==> src/rtl/prr_pkg.sv <==
// prr_pkg: shared types, status codes and prefix mask helper
// for the prefix router; depends on nothing
package prr_pkg;

	localparam logic [2:0] ST_OK       = 3'd0;
	localparam logic [2:0] ST_NOMATCH  = 3'd1;
	localparam logic [2:0] ST_BADLEN   = 3'd2;
	localparam logic [2:0] ST_BADPORT  = 3'd3;
	localparam logic [2:0] ST_FULL     = 3'd4;
	localparam logic [2:0] ST_LISTFULL = 3'd5;

	// classified item handed from front to back
	typedef struct packed {
		logic       lookup;
		logic       dflt;
		logic [2:0] status;
		logic [1:0] cls;
		logic [31:0] addr;
		logic [7:0]  port;
	} item_t;

	// class 0 = /8, 1 = /16, 2 = /24, 3 = /32
	function automatic logic [31:0] class_mask(input logic [1:0] c);
		logic [31:0] m;
		unique case (c)
			2'd0: m = 32'hFF00_0000;
			2'd1: m = 32'hFFFF_0000;
			2'd2: m = 32'hFFFF_FF00;
			default: m = 32'hFFFF_FFFF;
		endcase
		return m;
	endfunction

endpackage

==> src/rtl/prr_front.sv <==
// prr_front: checks and classifies one input beat
// depends on prr_pkg
module prr_front #(
	parameter int NUM_PORTS = 16
) (
	input  logic             kind,
	input  logic [31:0]      address,
	input  logic [5:0]       pfx_len,
	input  logic [7:0]       route_port,
	output prr_pkg::item_t   item
);

	logic [1:0] cls;
	logic       len_ok;

	assign cls    = 2'(pfx_len[5:3] - 3'd1);
	assign len_ok = (pfx_len == 6'd8) || (pfx_len == 6'd16) ||
	                (pfx_len == 6'd24) || (pfx_len == 6'd32);

	always_comb begin
		item.lookup = kind;
		item.dflt   = 1'b0;
		item.status = prr_pkg::ST_OK;
		item.cls    = cls;
		item.addr   = address;
		item.port   = route_port;
		if (!kind) begin
			// port check wins over length check
			if ({1'b0, route_port} >= 9'(NUM_PORTS)) begin
				item.status = prr_pkg::ST_BADPORT;
			end else if (pfx_len == 6'd0) begin
				item.dflt = 1'b1;
			end else if (!len_ok) begin
				item.status = prr_pkg::ST_BADLEN;
			end else begin
				item.addr = address & prr_pkg::class_mask(cls);
			end
		end
	end

endmodule

==> config.mk <==
export PLATFORM = sky130hd
export DESIGN_NAME = prr_front
export DESIGN_NICKNAME = d
export VERILOG_FILES = /design/src/rtl/prr_pkg.sv /design/src/rtl/prr_front.sv
export SDC_FILE = /design/constraint.sdc
export NUM_CORES = 1
export LEC_CHECK = 0
export BUFFER_PORTS_ARGS = -buffer_cell sky130_fd_sc_hd__buf_2
export CAP_MARGIN = 20
export CORE_MARGIN = 4
export CORE_UTILIZATION = 23
export DETAILED_ROUTE_END_ITERATION = 10
export PLACE_DENSITY_LB_ADDON = 0.2
export SYNTH_ARGS = -nofsm -noshare
export SYNTH_HDL_FRONTEND = slang
export SYNTH_SLANG_ARGS = --single-unit
==> constraint.sdc <==
create_clock -name vclk -period 1.8
set_input_delay 0.09 -clock vclk [all_inputs]
set_output_delay 0.09 -clock vclk [all_outputs]
set_load 0.02 [all_outputs]
# == Word level (Yosys, flattened, before mapping) ==
# Cells that the tools add are included.
# totals
reg_bits,0
input_bits,47
wordCells,29
# op_classes
n_addsub,1
order_cmp,1
n_eq_ne,6
muxes,15
n_bitwise,1
reduce_logical,5
# ops
cell,n
2-to-1 mux 32 bit,8
case mux 24 bit (3 select lines),1
AND 32 bit,1
== test 6 x 5 -> 1 bit (second input constant),2
>= comparator 8 x 5 -> 1 bit (second input constant),1
== test 6 x 4 -> 1 bit (second input constant),1
== test 6 bit (second input constant),1
zero test 6 bit,1
2-to-1 mux 2 bit,3
2-to-1 mux 4 bit,1
logical OR 1 bit,3
== test 2 x 1 -> 1 bit (second input constant),1
== test 2 bit (second input constant),1
zero test 2 bit,1
2-to-1 mux 1 bit,2
subtractor 2 x 1 -> 2 bit (second input constant),1

# == Longest topological paths before layout ==
# logic_depth
ltp_word,13
depth_mapped,5
mapped_depth_nobuf,5

# == Least setup slack after synthesis ==
# No wires, ideal clock.
# synth_timing
kind,input port to output port
startpoint,input route_port[6]
endpoint,output item[45] (netlist bit)
t_arrival_ns,1.192
required_ns,1.710
path_slack_ns,0.518
stages,3
cell_sequence,nor4_4 -> nand2_1 -> nor4_1
# synth_lines
element,line,text
start: declaration,prr_front.sv:9,"input logic [7:0] route_port,"
end: declaration,prr_front.sv:10,output prr_pkg::item_t item

==> summary.md <==
| Metric | Value |
|---|---|
| Chip width | `52.8 µm` |
| Pre-CTS setup slack | `381 ps` |
| First-pass GRT wire length | `2030 µm` |
| Final setup violation count | `0` |
| Startpoint type of the worst setup path | `primary input` |
| Post-layout minimum cycle time | `1400 ps` |
| Seq_cells | `0` |
| Grt ovf | `0` |
| Tot Pwr | `176 µW` |
| Status | `finished, final reports clean` |
| Critical Path End | `item[18]` |
| Ports | `94` |
| Die Span Y | `52.8 µm` |
| Comb pwr share | `1.000` |
| Crit. path cell count | `5` |
| FP Rows | `15` |
| HPWL after DPL | `1320 µm` |
| Fraction of power spent switching nets | `0.578` |
| Initial antenna violation count | `0` |
| Max Slew Vio Count | `0` |
| Layout clock buffers | `0` |
| Commonest non-fill, non-tap cell in the layout | `buf_2` |
| Final Hold Violating Endpoints | `0` |
| Core Region | `0.00182 mm²` |
| Crit path largest cell delay | `440 ps` |
| Cell repeated most along the worst path | `buf_2` |
| Synth area leaders | `buf_4 (29%), and2_1 (22%), nor2b_1 (11%)` |
| Worst path arrival time | `1310 ps` |
| Setup TNS Final | `0 ps` |
| Nets@finish | `164` |
| CP startpoint | `route_port[6]` |
| Via count | `581` |
| Placed Instances | `138` |
| CTS hold repair buffers | `0` |
| HP Class | `in2out` |
| Reg power frac | `0` |
| CP top delay family | `simple AND/OR/NAND/NOR gates` |
| Mapped Avg Cell Area | `7.45 µm²` |
| Cell internal pwr | `74.4 µW` |
| Synth cell types | `17` |
| Mapped Cells | `62` |
| Routed Antenna Nets | `0` |
| Pwr dens | `251 mW/mm²` |
| Clock power share | `0` |
| Gr usage total | `0.0882` |
| Peak Freq | `715 MHz` |
| Wirelength per Cell | `10.3 µm` |
| Drt total wl | `1430 µm` |
| Register area share after synthesis | `0` |
| Post-CTS resize count | `0` |
| Final Cell Area | `703 µm²` |
| Required time of the critical path | `1710 ps` |
| Crit path max fanout | `8` |
| Mapped cell area | `462 µm²` |
| Yosys warning count | `0` |
| Net switching power | `102 µW` |
| Tcrit/Tclk final | `0.777` |
| Starting Density | `0.254` |
| RSZ-0062 raised after global routing | `false` |
| Critical path buffers and inverters | `2` |
| Starting DRT DRC Count | `0` |
| Area added between synthesis and finish | `52.3%` |
| Vias in the first global route | `503` |
| Ant. Diodes | `0` |
| Largest net degree at the start of global routing | `9` |
| Final worst setup slack | `401 ps` |
| Highest-count cells in the layout ignoring fill and taps | `buf_2 (69), and2_1 (16), nor2b_1 (8)` |
| Drt pass-1 iters | `1` |
| Vias/cell | `4.21` |
| Post-synthesis net count | `111` |
| Setup CP Type | `in2out` |
| Largest area contributor in the netlist | `buf_4` |
| Max cap viols | `0` |
| Input/output buffers | `69` |
| Slowest-stage cell, CP | `nor4_4` |
| Routability cong. | `0.792` |
| Share of the synthesized area in the top cell type | `0.293` |
| Lkg Pwr | `0.388 nW` |
| Cells along the critical path | `buf_2 -> nor4_4 -> o2111ai_2 -> and2_1 -> buf_2` |
| Final non-filler cell total | `138` |
| Post-CTS Setup Inserts | `0` |
| Critical Path Sink Type | `primary output` |
| Peak supply drop | `0.000119 V` |
| Die area | `0.00279 mm²` |
| Drt drc | `0` |
| Share of layout cells above drive strength 1 | `0.664` |
| DP Area | `703 µm²` |
| Register Area | `0 µm²` |
[worst min-delay path by stage]
stage	from	end	slack, ps	cells after the start
2_1_floorplan	kind	item[43]	260	1
3_3_place_gp	address[29]	item[37]	180	0
3_5_place_dp	address[29]	item[37]	180	0
4_1_cts	address[29]	item[37]	180	0
5_1_grt	route_port[0]	item[0]	180	0
6_report	route_port[1]	item[1]	180	0
[final cells by class]
| class | instances | area, µm² |
|---|---|---|
| Inverter | 4 | 15.0 |
| Timing Repair Buffer | 69 | 345 |
| Multi-Input combinational cell | 40 | 312 |
| Tap cell | 25 | 31.3 |
| Fill cell | 200 | 1120 |
[through the flow]
step,util,hold slack [ps]
after global placement,0.386,180
after floorplan,-,257
after detailed placement,0.386,180
final,0.386,180
after CTS,0.386,180
after global routing,0.386,180
[cell usage after synthesis, drive strengths merged]
cell type and instances:
buf 18, nor2b 8, o2111a 1, and2 16
ha 2, nor3 1, a31oi 1, o21ai 1
nor2 1, o2111ai 2, nor3b 1, inv 4
nand2 1, nor4 3, conb 1, o21ba 1
[cell families after synthesis]
logic type	synth area share
buffers and inverters	0.325
adder cells (fa/ha/maj)	0.0542
AND/OR/NAND/NOR	0.474
AO/OA/AOI/OAI	0.138
other	0.00812
[metal layers]
layer | routed length (µm) | global-route usage
met4 | 2 | 0.00426
met1 | 505 | 0.102
met5 | 0 | 0
met2 | 680 | 0.174
met3 | 237 | 0.0142
[power groups by stage]
stage          combinational, mW  clock (mW)  sequential, mW
5_1_grt                    0.191           0               0
2_1_floorplan              0.141           0               0
4_1_cts                    0.178           0               0
3_5_place_dp               0.178           0               0
6_report                   0.176           0               0
3_3_place_gp               0.176           0               0
No activity file was read; power rests on OpenSTA's default activity.
