[src/rtl/prr_pkg.sv]
// prr_pkg: shared types, status codes and prefix mask helper
// for the prefix router; depends on nothing
package prr_pkg;

	localparam logic [2:0] ST_OK       = 3'd0;
	localparam logic [2:0] ST_NOMATCH  = 3'd1;
	localparam logic [2:0] ST_BADLEN   = 3'd2;
	localparam logic [2:0] ST_BADPORT  = 3'd3;
	localparam logic [2:0] ST_FULL     = 3'd4;
	localparam logic [2:0] ST_LISTFULL = 3'd5;

	// classified item handed from front to back
	typedef struct packed {
		logic       lookup;
		logic       dflt;
		logic [2:0] status;
		logic [1:0] cls;
		logic [31:0] addr;
		logic [7:0]  port;
	} item_t;

	// class 0 = /8, 1 = /16, 2 = /24, 3 = /32
	function automatic logic [31:0] class_mask(input logic [1:0] c);
		logic [31:0] m;
		unique case (c)
			2'd0: m = 32'hFF00_0000;
			2'd1: m = 32'hFFFF_0000;
			2'd2: m = 32'hFFFF_FF00;
			default: m = 32'hFFFF_FFFF;
		endcase
		return m;
	endfunction

endpackage

[src/rtl/prr_queue.sv]
// prr_queue: two-entry queue of classified items between front and back
// depends on prr_pkg
module prr_queue (
	input  logic           clk,
	input  logic           arst_n,
	input  logic           push,
	input  prr_pkg::item_t push_item,
	output logic           full,
	output logic           vld,
	output prr_pkg::item_t head,
	input  logic           pop
);

	prr_pkg::item_t slot_q [2];
	logic       wr_q, rd_q;
	logic [1:0] cnt_q;
	logic       do_push, do_pop;

	assign full    = (cnt_q == 2'd2);
	assign vld     = (cnt_q != 2'd0);
	assign head    = slot_q[rd_q];
	assign do_push = push && !full;
	assign do_pop  = pop && vld;

	always_ff @(posedge clk or negedge arst_n) begin
		if (!arst_n) begin
			wr_q  <= 1'b0;
			rd_q  <= 1'b0;
			cnt_q <= 2'd0;
		end else begin
			if (do_push) wr_q <= !wr_q;
			if (do_pop) rd_q <= !rd_q;
			cnt_q <= 2'(cnt_q + {1'b0, do_push} - {1'b0, do_pop});
		end
	end

	always_ff @(posedge clk) begin
		if (do_push) slot_q[wr_q] <= push_item;
	end

endmodule

[config.mk]
export PLATFORM = sky130hd
export DESIGN_NAME = prr_queue
export DESIGN_NICKNAME = d
export VERILOG_FILES = /design/src/rtl/prr_pkg.sv /design/src/rtl/prr_queue.sv
export SDC_FILE = /design/constraint.sdc
export NUM_CORES = 1
export LEC_CHECK = 0
export BUFFER_PORTS_ARGS = -buffer_cell sky130_fd_sc_hd__buf_2
export CAP_MARGIN = 25
export CORE_AREA = 2 2 160 84
export DETAILED_ROUTE_END_ITERATION = 10
export DIE_AREA = 0 0 162 86
export SLEW_MARGIN = 20
export SYNTH_ARGS = -nofsm -noshare
export SYNTH_HDL_FRONTEND = slang
export SYNTH_SLANG_ARGS = --single-unit
[constraint.sdc]
create_clock -name clk -period 4.6 [get_ports clk]
set_clock_uncertainty 0.2 [all_clocks]
set_input_delay 0.23 -clock clk [delete_from_list [all_inputs] [get_ports clk]]
set_output_delay 0.23 -clock clk [all_outputs]
set_load 0.01 [all_outputs]
# Word level (Yosys, flattened, before mapping)

Memory sizes are Yosys's and may differ from the RTL's.
Index checks and enable logic that the tools add are counted.

Register bits: 4
RAM bits: 94
Bits of input ports: 51
Output and inout bits: 49
Logic and storage cells: 15
Memories: 1

Memories:

| name   | depth | width | rd ports | clocked after Yosys merged registers in | write ports | line            | RTL |
|---|---|---|---|---|---|---|---|
| slot_q | 2     | 47    | 1        | 0                                       | 1           | prr_queue.sv:14 | `prr_pkg::item_t slot_q [2];` |

Add/subtract/negate cells: 2
Eq/ne operators: 1
Muxes and demuxes: 2
Reduce and logical (&&, ||, !) cells: 6

Operator list:

| operator             | number |
|---|---|
| $logic_not A1 Y1     | 3 |
| $add A2 B1 Y2        | 1 |
| $eq A2 B2 Y1 const B | 1 |
| $logic_and A1 B1 Y1  | 2 |
| $mux W1              | 2 |
| $reduce_bool A2 Y1   | 1 |
| $sub A2 B1 Y2        | 1 |

# Longest topological paths before layout

Gate-level depths: netlist (run 1).

Word-level depth: 5
Gate-level depth with buffers: 7
Gate-level depth less buffers: 7

# Least setup slack after synthesis (run 1)

OpenSTA, ideal clock, no wires.

Kind: flip-flop to flip-flop
From: register cnt_q[1]
To: memory slot_q[0][0] in the netlist's numbering, enable pin
Setup time: 0.452 ns
Data arrival time: 2.562 ns
Required time: 3.948 ns
Slack: 1.386 ns
Stages on the path, launching flop included: 4
Buffers on the path: 0
Clock period less this slack: 3.214 ns
Path through: dfrtp_1 -> nand2b_1 -> nand2_1 -> nor2_1

Word-level cells in the longest chain between the ends: 5

Ends and longest elaborated chain:

| element                       | line            | RTL |
|---|---|---|
| start: declaration            | prr_queue.sv:16 | `logic [1:0] cnt_q;` |
| start signal: assignment      | prr_queue.sv:33 | `cnt_q <= 2'(cnt_q + {1'b0, do_push} - {1'b0, do_pop});` |
| $eq A2 B2 Y1                  | prr_queue.sv:19 | `assign full = (cnt_q == 2'd2);` |
| $logic_not A1 Y1              | prr_queue.sv:22 | `assign do_push = push && !full;` |
| $logic_and A1 B1 Y1           | prr_queue.sv:22 |  |
| $mux W1                       | prr_queue.sv:38 | `if (do_push) slot_q[wr_q] <= push_item;` |
| $mux W1 (not written as such) | prr_queue.sv:38 |  |
| end: declaration              | prr_queue.sv:14 |  |

No other way between the ends.

==> results of run 1 <==
## power breakdown
| group | switching, mW | total [mW] | internal [mW] |
|---|---|---|---|
| registers | 0.0651 | 1.29 | 1.22 |
| logic | 0.466 | 0.928 | 0.462 |
| clock network | 0.309 | 0.679 | 0.370 |
| total | 0.840 | 2.90 | 2.06 |
## flip-flops by register name, summed over array words and instances (netlist names)
name	count
slot_q	94
rd_q	1
cnt_q	2
wr_q	1
## worst paths after layout
kind / slack, ns / startpoint / cells past startpoint / end
max in group asynchronous: 4.05 / arst_n / 2 / rd_q
setup / recovery: 2.19 / rd_q / 3 / head[4]
setup reg to reg: 2.37 / cnt_q[1] / 4 / slot_q[0][42]
hold / removal: 0.02 / arst_n / 2 / rd_q
min in group clk: 0.09 / push / 3 / wr_q
hold reg to reg: 0.33 / cnt_q[0] / 1 / cnt_q[0]
## worst max-delay path: cells and delay by family (launching register included)
kind | cells | cell delay, ns
flip-flops | 1 | 0.50
multiplexers | 1 | 0.41
buffers and inverters | 2 | 0.72
## metal layers
layer,GRT usage,wire length (um),share of wire
met5,0,0,0
met4,0.0362,89,0.013
met3,0.0401,422,0.062
met2,0.164,3060,0.45
met1,0.124,3200,0.47
## stage by stage
step	instance area (um^2)	power [mW]	hold slack, ns	std cells	utilization
2_1_floorplan	3670	1.92	-0.266	164	-
3_3_place_gp	4370	2.22	-0.158	431	0.352
3_5_place_dp	4370	2.23	-0.155	431	0.352
4_1_cts	5130	2.95	0.00485	496	0.413
5_1_grt	5130	3.06	0.00836	496	0.413
6_report	5130	2.90	0.0168	496	0.413
## layout make-up
type                            instances  area (um^2)
Fill cell                            1170         7280
Multi-Input combinational cell         59          708
Clock inverter                          5         37.5
Timing Repair Buffer                  151         1010
Inverter                                2         7.51
Tap cell                              170          213
Sequential cell                        98         2920
Clock buffer                           11          233
## cells by family after synthesis
kind of cell	synth area share
DFF	0.796
muxes	0.165
buffers and inverters	0.0140
and+or+nand+nor	0.00954
xor gates and xnor gates	0.00954
adders and majority gates	0.00681
## cell usage after synthesis, drive strengths merged
library cell	n
and2	1
and3	1
buf	5
dfrtp	4
edfxtp	94
ha	2
inv	2
mux2	47
nand2	1
nand2b	1
nor2	1
or2	1
xnor2	3
xor2	1
==> results.py, run 1 <==
metrics = {
    "timing": {
        "layout_min_cycle_time_ns": 2.41,
        "final_hold_viol_count": 0,
        "post-route-period-util": 0.525,
        "worst_slack_ns": 2.19,
        "setup_viol": 0,
        "fmax_mhz": 414,
        "final-max-slew-violation-count": 0,
        "rsz0062_at_grt": "no",
        "setup_tns_ns": 0,
        "tightest_slew_ns": 0.662,
        "slew-limit-headroom": 0.559,
    },
    "clock_tree": {
        "cts.hold.buffers_added": 49,
        "cts_buffer_depth": 2,
        "cts.sinks": 98,
        "cts-resized-gates": 0,
        "htreeDepth": 3,
        "clkTransAtPathRegs_ns": 0.07,
        "cts_tree": "yes",
        "cts-buffers-inserted": 9,
        "root_buffer": "clkbuf_16",
        "clk-insertion-delay-late_ns": 0.33,
        "post_cts_buffers": 0,
    },
    "yosys": {
        "synth_area_leaders": "edfxtp_1 77%, mux2_2 8.3%, mux2_4 8.2%",
        "syn_nets": 217,
        "syn_inst": 164,
        "avgSynthCellArea_um2": 22.4,
        "ys_warn_count": 0,
        "ys_seq_area_frac": 0.796,
        "yosys.area.top_type": "edfxtp_1",
        "synth_area_um2": 3670,
        "synth_cell_types": 16,
        "ys_ff_latch": 98,
        "synth_top_cell_area_share": 0.768,
    },
    "critical_path": {
        "path_max_fanout": 39,
        "start_kind": "flip-flop",
        "cp.arrival_ns": 1.98,
        "cp_data_required_time_ns": 4.17,
        "crit_chain": "buf_4 > mux2_2 > buf_2",
        "criticalPathCategory": "reg2out",
        "endpoint_kind": "output pin",
        "slowest_delay_ns": 0.58,
        "crit_slowest_cell": "buf_4",
    },
    "detailed_routing": {
        "vias_per_cell": 4.00,
        "vias": 1986,
        "wl_um": 6770,
        "route.detailed.drc": 0,
        "drtIter0Drc": 88,
        "wire_per_inst_um": 13.7,
        "first_pass_iters": 4,
        "ant_nets": 0,
    },
    "global_routing": {
        "antenna_found_initial": 0,
        "grt_start_max_net_pins": 48,
        "gr-total-overflow": 0,
        "grt_pass1_wl_um": 10500,
        "grt_pass1_vias": 2181,
        "grt_usage": 0.101,
    },
    "floorplanning": {
        "die_x_um": 162,
        "core-area_um2": 12400,
        "row_count": 29,
        "ios": 100,
        "start_util": 0.296,
        "fp.dieH_um": 86,
        "dieArea_um2": 13900,
    },
    "finish": {
        "areaGrowthSynthToFinish_pct": 39.7,
        "nets": 374,
        "drive_gt1_frac": 0.512,
        "diodes": 0,
        "final_common_cell": "buf_2",
        "layout_common_cells": "99 x buf_2, 94 x edfxtp_1, 49 x dlygate4sd3_1",
    },
    "run": {
        "drv_cap": 0,
    },
    "hold_path": {
        "hp-class": "in2async",
    },
    "pwr": {
        "vdd_ir_drop_max_uv": 230,
        "power_per_cell_area_nw_per_um2": 564,
        "p_leak_nw": 1.98,
    },
    "placed_design": {
        "place.gp.congestion": 0.709,
        "dp_worst_setup_slack_ns": 2.35,
        "place.detailed.hpwl_um": 4340,
        "io_buffers": 99,
    },
    "run_status": {
        "outcome": "completed",
    },
}
No activity file was read; power rests on OpenSTA's default activity.
==> run 2: changes to the inputs <==
--- a/config.mk
+++ b/config.mk
@@ -5,11 +5,12 @@
 export SDC_FILE = /design/constraint.sdc
 export NUM_CORES = 1
 export LEC_CHECK = 0
+export ABC_AREA = 1
 export BUFFER_PORTS_ARGS = -buffer_cell sky130_fd_sc_hd__buf_2
 export CAP_MARGIN = 25
-export CORE_AREA = 2 2 160 84
+export CORE_AREA = 2 2 159 83
 export DETAILED_ROUTE_END_ITERATION = 10
-export DIE_AREA = 0 0 162 86
+export DIE_AREA = 0 0 161 85
 export SLEW_MARGIN = 20
 export SYNTH_ARGS = -nofsm -noshare
 export SYNTH_HDL_FRONTEND = slang
==> constraint.sdc (replaced) <==
create_clock -name clk -period 2.3 [get_ports clk]
set_clock_uncertainty 0.2 [all_clocks]
set_input_delay 0.115 -clock clk [delete_from_list [all_inputs] [get_ports clk]]
set_output_delay 0.115 -clock clk [all_outputs]
set_load 0.01 [all_outputs]
==> run 2 against run 1 <==
  * Count of clock-buffer cells in the layout down 1
  * Final area rose by 1.0%
  * Non-clock buffer count up 5
  * Worst setup slack got worse by 1.8 ns
  * Clock power up 130%
  * Critical path depth increased by 2
  * Area after synthesis fell by 0.85%
  * Flip-flop and latch count is the same
==> results.py, run 2 <==
metrics = {
    "detailed_routing": {
        "vias_per_cell": 4.02,
        "wl_um": 8080,
        "vias": 2451,
        "drtIter0Drc": 136,
        "wire_per_inst_um": 13.2,
        "ant_nets": 0,
        "first_pass_iters": 4,
        "route.detailed.drc": 0,
    },
    "timing": {
        "slew-limit-headroom": 0.652,
        "final-max-slew-violation-count": 0,
        "tightest_slew_ns": 0.522,
        "rsz0062_at_grt": "no",
        "fin_hold_ws_ns": 0.283,
        "layout_min_cycle_time_ns": 1.93,
        "worst_slack_ns": 0.372,
        "post-route-period-util": 0.838,
        "setup_tns_ns": 0,
        "fmax_mhz": 519,
        "final_hold_viol_count": 0,
        "setup_viol": 0,
    },
    "clock_tree": {
        "cts.hold.buffers_added": 51,
        "clkTransAtPathRegs_ns": 0.06,
        "cts_buffer_depth": 2,
        "htreeDepth": 3,
        "root_buffer": "clkbuf_16",
        "cts-buffers-inserted": 9,
        "clk-insertion-delay-late_ns": 0.33,
        "cts.sinks": 98,
        "post_cts_buffers": 0,
        "cts_tree": "yes",
        "cts-resized-gates": 0,
    },
    "critical_path": {
        "endpoint_kind": "output pin",
        "start_kind": "flip-flop",
        "crit_chain": "inv_2 > buf_12 > nand2_1 > nand2_1 > buf_2",
        "crit_slowest_cell": "dfrtp_2",
        "path_common_cell": "nand2_1",
        "worst_r2r_path_depth": 10,
        "r2r_start": "cnt_q[1]",
        "reg2reg_to": "cnt_q[1]",
        "cp.arrival_ns": 1.61,
        "cp_data_required_time_ns": 1.99,
        "criticalPathCategory": "reg2out",
        "path_max_fanout": 25,
        "r2r_slack_ns": 0.67,
        "slowest_delay_ns": 0.40,
    },
    "run_status": {
        "outcome": "completed",
    },
    "finish": {
        "layoutNonFillerInstCount": 610,
        "largest_reg_flops": 94,
        "regMostFlops": "slot_q",
        "top_regs": "slot_q x94, cnt_q x2",
        "nets": 488,
        "fin_util": 0.420,
        "layout_common_cells": "154 x nand2_1, 99 x buf_2, 94 x edfxtp_1",
        "drive_gt1_frac": 0.280,
        "areaGrowthSynthToFinish_pct": 42.4,
        "diodes": 0,
        "final_common_cell": "nand2_1",
        "fill_cells": 1186,
    },
    "yosys": {
        "synth_commonest_cells": "154 x nand2_1, 94 x edfxtp_1, 9 x inv_1",
        "avgSynthCellArea_um2": 13.1,
        "syn_nets": 331,
        "async_reset_ff_frac": 0.0408,
        "dominantRegCellSynth": "edfxtp_1",
        "synth_area_leaders": "edfxtp_1 77%, nand2_1 16%, dfrtp_1 2.7%",
        "synth_area_um2": 3640,
        "synth_top_cell_area_share": 0.775,
        "synth.most_common_cell": "nand2_1",
        "yosys.area.top_type": "edfxtp_1",
        "ys_ff_latch": 98,
        "synth_edf_count": 94,
        "ys_seq_area_frac": 0.802,
        "ys_warn_count": 0,
        "syn_inst": 278,
        "synth_cell_types": 10,
    },
    "global_routing": {
        "gr-total-overflow": 0,
        "grt_pass1_wl_um": 12500,
        "grt_usage": 0.122,
        "antenna_found_initial": 0,
        "grt_pass1_vias": 2451,
        "grt_start_max_net_pins": 49,
    },
    "placed_design": {
        "place.detailed.hpwl_um": 5320,
        "dp_cells": 543,
        "dp_worst_setup_slack_ns": 0.658,
        "io_buffers": 99,
        "place.gp.congestion": 0.775,
    },
    "hold_path": {
        "hold_depth": 2,
        "min_to": "wr_q",
        "hp-class": "reg2reg",
        "hold_path_startpoint": "wr_q",
    },
    "floorplanning": {
        "core-area_um2": 12300,
        "dieArea_um2": 13700,
        "row_count": 29,
        "ios": 100,
        "start_util": 0.295,
        "die_x_um": 161,
        "fp.dieH_um": 85,
    },
    "pwr": {
        "power_per_cell_area_nw_per_um2": 1180,
        "p_leak_nw": 2.25,
        "vdd_ir_drop_max_uv": 449,
    },
    "run": {
        "drv_cap": 0,
    },
}
[run 2: metrics by stage]
stage               power [mW]  cell area [um^2]
finish                    6.10              5180
global placement          4.49              4360
CTS                       6.20              5180
detailed placement        4.54              4360
global route              6.49              5180
floorplan                 3.71              3650
[run 2: logic make-up after synthesis]
group         Yosys count  share of synthesized area
simple gates          158                      0.164
flops                  98                      0.802
buf+inv                20                     0.0268
fa+ha+maj               2                    0.00687
[run 2: power breakdown]
group	internal, mW	total [mW]	switching, mW
Sequential	2.44	2.54	0.101
Clock	0.955	1.57	0.620
Combinational	0.692	1.99	1.29
Total	4.08	6.10	2.01
[run 2: critical path: cells and delay by family (launching register included)]
kind,cells,cell delay [ns]
DFF,1,0.40
and+or+nand+nor,2,0.16
buffers and inverters,3,0.73
[run 2: area by class of cell]
class / instances / area (um^2) / area share
tap: 170 / 213 / 0.0410
multi-input combinational: 160 / 629 / 0.121
timing repair buffer: 156 / 1060 / 0.205
clock buffer: 10 / 229 / 0.0442
inverter: 10 / 37.5 / 0.00724
clock inverter: 6 / 88.8 / 0.0171
sequential: 98 / 2920 / 0.564
[run 2: routing by layer]
metal,track usage,share of wire,wire length (um)
met5,0,0,0
met1,0.164,0.48,3900
met2,0.187,0.43,3470
met3,0.0479,0.078,626
met4,0.0317,0.011,85
[run 2: worst max-delay path by stage]
stage                   from  depth (start not counted)  slack, ns            end
floorplan               wr_q                          3       0.21   slot_q[0][0]
global placement    cnt_q[1]                         10       0.72       cnt_q[1]
detailed placement  cnt_q[1]                          4       0.66  slot_q[1][27]
CTS                     rd_q                          5       0.31       head[25]
finish                  rd_q                          5       0.37       head[25]
global route            rd_q                          5       0.22       head[15]
